**src/rtl/extended_gcd_bezout_assert.svh**
```systemverilog
// Assertion macros for the extended GCD block.
// Used by the top level; expects clk and arst_n in scope.
`ifndef EXTENDED_GCD_BEZOUT_ASSERT_SVH
`define EXTENDED_GCD_BEZOUT_ASSERT_SVH

// property that must hold at every edge outside reset
`define EGCD_ASSERT(lbl, prop, msg) \
	lbl: assert property (@(posedge clk) disable iff (!arst_n) prop) else $error(msg);

// condition that must never be seen outside reset
`define EGCD_NEVER(lbl, expr, msg) \
	lbl: assert property (@(posedge clk) disable iff (!arst_n) !(expr)) else $error(msg);

`endif

```
**src/rtl/egcd_pkg.sv**
```systemverilog
// Shared constants, control word types and microcode ROM for the extended GCD block.
// No dependencies.
package egcd_pkg;

	localparam int OPERAND_WIDTH = 32;
	localparam int CW = OPERAND_WIDTH + 1;
	localparam int CNT_W = $clog2(OPERAND_WIDTH);
	localparam int UPC_W = 3;

	// jump conditions
	localparam logic [2:0] C_NEXT     = 3'd0;
	localparam logic [2:0] C_ALWAYS   = 3'd1;
	localparam logic [2:0] C_NO_IN    = 3'd2;
	localparam logic [2:0] C_R1_ZERO  = 3'd3;
	localparam logic [2:0] C_DIV_MORE = 3'd4;
	localparam logic [2:0] C_OUT_BUSY = 3'd5;

	// program steps
	localparam logic [UPC_W-1:0] STEP_WAIT = 3'd0;
	localparam logic [UPC_W-1:0] STEP_TEST = 3'd1;
	localparam logic [UPC_W-1:0] STEP_DIV  = 3'd2;
	localparam logic [UPC_W-1:0] STEP_MULS = 3'd3;
	localparam logic [UPC_W-1:0] STEP_UPDS = 3'd4;
	localparam logic [UPC_W-1:0] STEP_UPDT = 3'd5;
	localparam logic [UPC_W-1:0] STEP_SPARE = 3'd6;
	localparam logic [UPC_W-1:0] STEP_DONE = 3'd7;

	typedef struct packed {
		logic             in_rdy;
		logic             ld_in;
		logic             div_init;
		logic             div_step;
		logic             mul_en;
		logic             mul_t;
		logic             upd_s;
		logic             upd_t;
		logic             adv_r;
		logic             out_ld;
		logic [2:0]       cond;
		logic [UPC_W-1:0] target;
	} egcd_ctrl_t;

	typedef struct packed {
		logic r1_zero;
		logic div_last;
		logic out_busy;
	} egcd_stat_t;

	function automatic egcd_ctrl_t urom(input logic [UPC_W-1:0] step);
		egcd_ctrl_t w;
		w = '0;
		case (step)
			STEP_WAIT: begin
				w.in_rdy = 1'b1;
				w.ld_in  = 1'b1;
				w.cond   = C_NO_IN;
				w.target = STEP_WAIT;
			end
			STEP_TEST: begin
				w.div_init = 1'b1;
				w.cond     = C_R1_ZERO;
				w.target   = STEP_DONE;
			end
			STEP_DIV: begin
				w.div_step = 1'b1;
				w.cond     = C_DIV_MORE;
				w.target   = STEP_DIV;
			end
			STEP_MULS: begin
				w.mul_en = 1'b1;
			end
			STEP_UPDS: begin
				w.upd_s  = 1'b1;
				w.mul_en = 1'b1;
				w.mul_t  = 1'b1;
			end
			STEP_UPDT: begin
				w.upd_t  = 1'b1;
				w.adv_r  = 1'b1;
				w.cond   = C_ALWAYS;
				w.target = STEP_TEST;
			end
			STEP_DONE: begin
				// falls through to STEP_WAIT by wraparound
				w.out_ld = 1'b1;
				w.cond   = C_OUT_BUSY;
				w.target = STEP_DONE;
			end
			default: begin
				w.cond   = C_ALWAYS;
				w.target = STEP_WAIT;
			end
		endcase
		return w;
	endfunction

endpackage

```
**src/rtl/egcd_seq.sv**
```systemverilog
// Microcode sequencer: step counter, control ROM lookup and conditional jumps.
// Depends on egcd_pkg.
module egcd_seq (
	input  logic                        clk,
	input  logic                        arst_n,
	input  logic                        in_valid,
	input  egcd_pkg::egcd_stat_t        stat,
	output egcd_pkg::egcd_ctrl_t        ctrl,
	output logic [egcd_pkg::UPC_W-1:0]  upc
);

	logic [egcd_pkg::UPC_W-1:0] upc_q;
	egcd_pkg::egcd_ctrl_t       word;
	logic                       take;

	always_comb begin
		word = egcd_pkg::urom(upc_q);
		case (word.cond)
			egcd_pkg::C_NEXT:     take = 1'b0;
			egcd_pkg::C_ALWAYS:   take = 1'b1;
			egcd_pkg::C_NO_IN:    take = !in_valid;
			egcd_pkg::C_R1_ZERO:  take = stat.r1_zero;
			egcd_pkg::C_DIV_MORE: take = !stat.div_last;
			egcd_pkg::C_OUT_BUSY: take = stat.out_busy;
			default:              take = 1'b1;
		endcase
		ctrl = word;
		ctrl.ld_in  = word.ld_in && in_valid;
		ctrl.out_ld = word.out_ld && !stat.out_busy;
	end

	always_ff @(posedge clk or negedge arst_n) begin
		if (!arst_n) begin
			upc_q <= egcd_pkg::STEP_WAIT;
		end else if (take) begin
			upc_q <= word.target;
		end else begin
			upc_q <= upc_q + egcd_pkg::UPC_W'(1);
		end
	end

	assign upc = upc_q;

endmodule

```
**src/rtl/egcd_dp.sv**
```systemverilog
// Datapath: remainder and coefficient registers, restoring divider,
// multiply-subtract and output register. Depends on egcd_pkg.
module egcd_dp (
	input  logic                                clk,
	input  logic                                arst_n,
	input  egcd_pkg::egcd_ctrl_t                ctrl,
	output egcd_pkg::egcd_stat_t                stat,
	input  logic [egcd_pkg::OPERAND_WIDTH-1:0]  op_a,
	input  logic [egcd_pkg::OPERAND_WIDTH-1:0]  op_b,
	output logic                                out_valid,
	input  logic                                out_ready,
	output logic [egcd_pkg::OPERAND_WIDTH-1:0]  divisor,
	output logic signed [egcd_pkg::CW-1:0]      coef_a,
	output logic signed [egcd_pkg::CW-1:0]      coef_b
);

	localparam int W  = egcd_pkg::OPERAND_WIDTH;
	localparam int CW = egcd_pkg::CW;

	logic [W-1:0]                 r0_q, r1_q, dq_q, rem_q;
	logic [CW-1:0]                s0_q, s1_q, t0_q, t1_q, prod_q;
	logic [egcd_pkg::CNT_W-1:0]   cnt_q;
	logic [W-1:0]                 div_q;
	logic [CW-1:0]                coa_q, cob_q;
	logic                         out_valid_q;

	logic [W:0]                   shifted, r1_ext, diff;
	logic                         ge;
	logic [W-1:0]                 rem_n;
	logic [CW-1:0]                mul_src;
	logic [2*CW-1:0]              prod_full;

	always_comb begin
		shifted = {rem_q, dq_q[W-1]};
		r1_ext  = {1'b0, r1_q};
		diff    = shifted - r1_ext;
		ge      = shifted >= r1_ext;
		rem_n   = ge ? diff[W-1:0] : shifted[W-1:0];
		mul_src = ctrl.mul_t ? t1_q : s1_q;
		prod_full = {{(CW+1){1'b0}}, dq_q} * {{CW{1'b0}}, mul_src};
	end

	always_ff @(posedge clk) begin
		if (ctrl.ld_in) begin
			r0_q <= op_a;
			r1_q <= op_b;
			s0_q <= CW'(1);
			s1_q <= '0;
			t0_q <= '0;
			t1_q <= CW'(1);
		end
		if (ctrl.div_init) begin
			dq_q  <= r0_q;
			rem_q <= '0;
			cnt_q <= '0;
		end
		if (ctrl.div_step) begin
			rem_q <= rem_n;
			dq_q  <= {dq_q[W-2:0], ge};
			cnt_q <= cnt_q + egcd_pkg::CNT_W'(1);
		end
		if (ctrl.mul_en) begin
			prod_q <= prod_full[CW-1:0];
		end
		if (ctrl.upd_s) begin
			s0_q <= s1_q;
			s1_q <= s0_q - prod_q;
		end
		if (ctrl.upd_t) begin
			t0_q <= t1_q;
			t1_q <= t0_q - prod_q;
		end
		if (ctrl.adv_r) begin
			r0_q <= r1_q;
			r1_q <= rem_q;
		end
		if (ctrl.out_ld) begin
			div_q <= r0_q;
			coa_q <= s0_q;
			cob_q <= t0_q;
		end
	end

	always_ff @(posedge clk or negedge arst_n) begin
		if (!arst_n) begin
			out_valid_q <= 1'b0;
		end else if (ctrl.out_ld) begin
			out_valid_q <= 1'b1;
		end else if (out_ready) begin
			out_valid_q <= 1'b0;
		end
	end

	assign stat.r1_zero  = (r1_q == '0);
	assign stat.div_last = (cnt_q == egcd_pkg::CNT_W'(W - 1));
	assign stat.out_busy = out_valid_q && !out_ready;

	assign out_valid = out_valid_q;
	assign divisor   = div_q;
	assign coef_a    = coa_q;
	assign coef_b    = cob_q;

endmodule

```
**src/rtl/extended_gcd_bezout.sv**
```systemverilog
// Extended GCD with Bezout coefficients: top level, sequencer plus datapath.
// Depends on egcd_pkg, egcd_seq, egcd_dp and extended_gcd_bezout_assert.svh.
// Each Euclid step runs the restoring divider (one quotient bit per cycle) and then
// three multiply-subtract steps: MULS, UPDS and UPDT.
// Throughput: one item at a time; a new beat is taken once the result is in the output register.
// Reset: arst_n clears the step counter and output valid; data registers are not reset.
module extended_gcd_bezout (
	input  logic                                clk,
	input  logic                                arst_n,
	input  logic                                in_valid,
	output logic                                in_ready,
	input  logic [egcd_pkg::OPERAND_WIDTH-1:0]  op_a,
	input  logic [egcd_pkg::OPERAND_WIDTH-1:0]  op_b,
	output logic                                out_valid,
	input  logic                                out_ready,
	output logic [egcd_pkg::OPERAND_WIDTH-1:0]  divisor,
	output logic signed [egcd_pkg::CW-1:0]      coef_a,
	output logic signed [egcd_pkg::CW-1:0]      coef_b
);

	egcd_pkg::egcd_ctrl_t       ctrl;
	egcd_pkg::egcd_stat_t       stat;
	logic [egcd_pkg::UPC_W-1:0] upc;

	egcd_seq u_seq (
		.clk      (clk),
		.arst_n   (arst_n),
		.in_valid (in_valid),
		.stat     (stat),
		.ctrl     (ctrl),
		.upc      (upc)
	);

	egcd_dp u_dp (
		.clk       (clk),
		.arst_n    (arst_n),
		.ctrl      (ctrl),
		.stat      (stat),
		.op_a      (op_a),
		.op_b      (op_b),
		.out_valid (out_valid),
		.out_ready (out_ready),
		.divisor   (divisor),
		.coef_a    (coef_a),
		.coef_b    (coef_b)
	);

	assign in_ready = ctrl.in_rdy;

`include "extended_gcd_bezout_assert.svh"

	`EGCD_ASSERT(a_accept_to_test, (in_valid && in_ready) |=> (upc == egcd_pkg::STEP_TEST), "accepted beat did not start the program")
	`EGCD_ASSERT(a_out_from_done, $rose(out_valid) |-> $past(upc == egcd_pkg::STEP_DONE), "result raised outside the done step")
	`EGCD_NEVER(a_div_by_zero, ctrl.div_step && stat.r1_zero, "divide step with zero divisor")

endmodule
```
**config.mk**
```make
export PLATFORM = sky130hd
export DESIGN_NAME = extended_gcd_bezout
export DESIGN_NICKNAME = d
export VERILOG_FILES = /design/src/rtl/egcd_pkg.sv /design/src/rtl/egcd_seq.sv /design/src/rtl/egcd_dp.sv /design/src/rtl/extended_gcd_bezout.sv
export VERILOG_INCLUDE_DIRS = /design/src /design/src/rtl
export SDC_FILE = /design/constraint.sdc
export NUM_CORES = 2
export LEC_CHECK = 0
export ABC_AREA = 1
export BUFFER_PORTS_ARGS = -buffer_cell sky130_fd_sc_hd__buf_2
export CAP_MARGIN = 15
export CELL_PAD_IN_SITES_DETAIL_PLACEMENT = 1
export CELL_PAD_IN_SITES_GLOBAL_PLACEMENT = 1
export CORE_UTILIZATION = 25
export DETAILED_ROUTE_END_ITERATION = 10
export PLACE_DENSITY = 0.57
export SETUP_SLACK_MARGIN = 0.1
export SLEW_MARGIN = 20
export SYNTH_ARGS = -nofsm -noshare
export SYNTH_HDL_FRONTEND = slang
export SYNTH_HIERARCHICAL = 1
export SYNTH_SLANG_ARGS = --single-unit
```
**constraint.sdc**
```tcl
create_clock -name clk -period 11 [get_ports clk]
set_input_delay 0.55 -clock clk [delete_from_list [all_inputs] [get_ports clk]]
set_output_delay 0.55 -clock clk [all_outputs]
set_load 0.01 [all_outputs]
```
==> flow_metrics.env <==
export IMPL_status="complete, no violations"
export IMPL_num_vias=29000
export IMPL_num_nets_final=5026
export IMPL_synth_flop_cell="edfxtp_1"
export IMPL_synthToLayoutAreaGrowth_pct=12.6
export IMPL_slew_violations=0
export IMPL_crit_required_ps=11380
export IMPL_clk_pin_slew_worst_paths_ps=60
export IMPL_antenna_found_initial=4
export IMPL_placed_area_um2=40200
export IMPL_grt_pass1_wl_um=203000
export IMPL_fin_area_um2=41800
export IMPL_numCtsBuffers=49
export IMPL_synth_edf_count=396
export IMPL_finalSetupViolCount=0
export IMPL_cp_start_kind="flip-flop"
export IMPL_avgSynthCellArea_um2=8.93
export IMPL_worst_pin_slew_ps=1060
export IMPL_cts_sinks=400
export IMPL_cts_tree="built"
export IMPL_slowest_delay_ps=610
export IMPL_multiInputGateArea_um2=21500
export IMPL_ys_ff_latch=400
export IMPL_wire_per_inst_um=21.8
export IMPL_slew_headroom_pct=28.6
export IMPL_initial_core_util_pct=25.2
export IMPL_crit_slowest_cell="fa_1"
export IMPL_port_buffers=167
export IMPL_yosys_area_top_type="edfxtp_1"
export IMPL_num_fill_cells=17200
export IMPL_drt_initial_drc_count=1928
export IMPL_clock_path_buffers=3
export IMPL_cp_max_fo=44
export IMPL_critPathKind="flip-flop to flip-flop"
export IMPL_mostFrequentLayoutCell="nand2_1"
export IMPL_clock_fmax_ghz=0.106
export IMPL_dieArea_um2=150000
export IMPL_rsz0062_at_grt="false"
export IMPL_finalWeightedCongestion=0.895
export IMPL_critPathArrivalTime_ps=9830
export IMPL_drive_gt1_share_pct=7.95
export IMPL_period_minus_slack_ps=9440
export IMPL_fin_hold_ws_ps=181
export IMPL_grt_remaining_overflow=0
export IMPL_synth_top_family_by_area="adder cells"
export IMPL_synth_simple_area_share_pct=16.3
export IMPL_final_hold_violation_count=0
export IMPL_ys_seq_area_share_pct=32.3
export IMPL_setup_ws_ps=1560
export IMPL_cts_resized=0
export IMPL_drc=0
export IMPL_synth_top_cell_area_share_pct=32.0
export IMPL_synth_fp_nets=4896
export IMPL_cp_end_kind="flip-flop"
export IMPL_ys_top_cells_by_area="edfxtp_1 32%, fa_1 24%, nand2_1 8.8%, inv_1 8.3%, ha_1 7.6%"
export IMPL_routed_wirelength_um=136000
export IMPL_min_period_over_period_pct=85.9
export IMPL_die_height_um=387
export IMPL_ioPinCount=168
export IMPL_vias_per_cell=4.63
export IMPL_dpl_hpwl_um=111000
export IMPL_timing_critical_path_mode_cell="fa_1"
export IMPL_synth_compound_area_share_pct=8.18
export IMPL_finalSetupTns_ps=0
export IMPL_clock_skew_final_ps=26.5
export IMPL_core_area_um2=148000
export IMPL_grt_pass1_vias=30900
export IMPL_yosys_warnings=6
export IMPL_die_w_um=387
export IMPL_placementRows=141
export IMPL_max_cap_viol_count=0
export IMPL_insertion_delay_ps=640
export IMPL_ff_latch_area_um2=12000
export IMPL_grt_total_usage_pct=18.0
export IMPL_place_ws_ps=1560
export IMPL_hp_class="primary input to flip-flop"
export IMPL_root_buffer="clkbuf_16"
export IMPL_cts_max_level=2
export IMPL_grt_start_max_net_pins=85
export IMPL_synth_xor_area_share_pct=1.79
export IMPL_first_pass_iters=6
export IMPL_async_flop_share_pct=1.00
export IMPL_netlist_area_um2=37100
export IMPL_synthMuxAreaShare_pct=0
export IMPL_synth_cells=4160
export IMPL_layout_common_cells="864 x nand2_1, 815 x inv_1, 442 x nor2_1"
export IMPL_antenna_left=0
export IMPL_synthAdderAreaFrac_pct=31.4
export IMPL_ys_types=50
## flip-flops by register name (all words and copies together) (netlist names)
register,cells
u_dp/prod_q,33
u_dp/t1_q,33
u_dp/rem_q,32
u_dp/dq_q,32
u_seq/upc,3
u_dp/t0_q,33
u_dp/r0_q,32
u_dp/s0_q,33
u_dp/r1_q,32
u_dp/coef_a,33
u_dp/coef_b,33
u_dp/s1_q,33
u_dp/out_valid,1
u_dp/divisor,32
u_dp/cnt_q,5
## synthesized netlist by cell type (2+ instances only)
master and number:
a21boi_0 3, o21ai_4 3, a21oi_1 230, nand3b_1 7
nand4_1 23, buf_8 2, nand3_1 90, edfxtp_1 396
clkinv_1 11, clkbuf_1 101, o211ai_1 9, nor2_4 2
nor2_2 3, o21a_1 21, dfrtp_1 4, xor2_1 41
a21o_1 14, nand2_2 14, o21bai_1 15, buf_1 8
a31oi_1 9, a221oi_1 8, fa_1 441, or2_2 4
buf_2 8, o21ai_0 205, nor4_1 17, nor2_1 443
o21ai_2 9, ha_1 227, buf_6 5, nor3_1 23
nand2_4 5, o31ai_1 4, nand2_1 867, nand3_2 6
inv_2 3, buf_4 4, a211oi_1 3, inv_1 818
xnor2_1 35, o21ai_1 11
## worst max-delay path, delay by kind of cell, from the launching register on
| kind | cells | cell delay (ps) |
|---|---|---|
| flops | 1 | 420 |
| compound gates | 4 | 840 |
| fa+ha+maj | 10 | 4660 |
| buf+inv | 8 | 1890 |
| simple gates | 9 | 1350 |
## routing by layer
layer,part of all wire [%],up-vias,track usage (%)
met5,0,-,0
met4,2.3,0,4.26
met3,4.7,139,2.07
met2,47,678,30.0
met1,46,14800,24.9
li1,-,13300,-
## kinds of logic (layout without fill, tap and decap cells)
family,after synthesis,after routing
AOI/OAI and AO/OA,548,548
xor gates and xnor gates,76,76
adders and majority gates,668,668
buffers and inverters,963,1131
DFF,400,400
other,0,1
and+or+nand+nor,1505,1505
## final timing paths
kind	slack (ps)	endpoint	startpoint	cells after the start
max reg2reg	1560	u_dp/prod_q[32]$_DFFE_PP_	u_seq/upc[0]$_DFF_PN0_	31
max in group asynchronous	10590	u_dp/out_valid$_DFFE_PN0P_	arst_n	2
max	1560	u_dp/prod_q[32]$_DFFE_PP_	u_seq/upc[0]$_DFF_PN0_	31
min in group asynchronous	280	u_seq/upc[1]$_DFF_PN0_	arst_n	2
min reg2reg	470	u_dp/coef_b[5]$_DFFE_PP_	u_dp/t0_q[5]$_SDFFCE_PN0P_	0
min	180	u_dp/r1_q[17]$_DFFE_PP_	op_b[17]	3
## what timing repair did
item,4_1_cts,5_1_grt
setup buffers,0,0
hold buffers,1,0
endpoints found under the hold margin,4,0
setup endpoints to repair,0,0
## metrics by stage
stage	cells	utilization [%]
after floorplan	4160	-
final	6259	28.3
after global routing	6258	28.3
after detailed placement	6168	27.2
after CTS	6258	28.3
after global placement	6168	27.2
## final cells by class
class | count | area share, %
inverters | 834 | 7.52
clock buffers | 51 | 2.95
multi-input cells | 2797 | 51.4
repair buffers | 208 | 2.74
flip-flops and latches | 400 | 28.7
well taps | 1930 | 5.77
clock inverters | 38 | 0.984
diodes | 1 | 0.00598
Power is not shown: default switching activity piles up to over one toggle a cycle in this logic, so the estimate is an artifact.
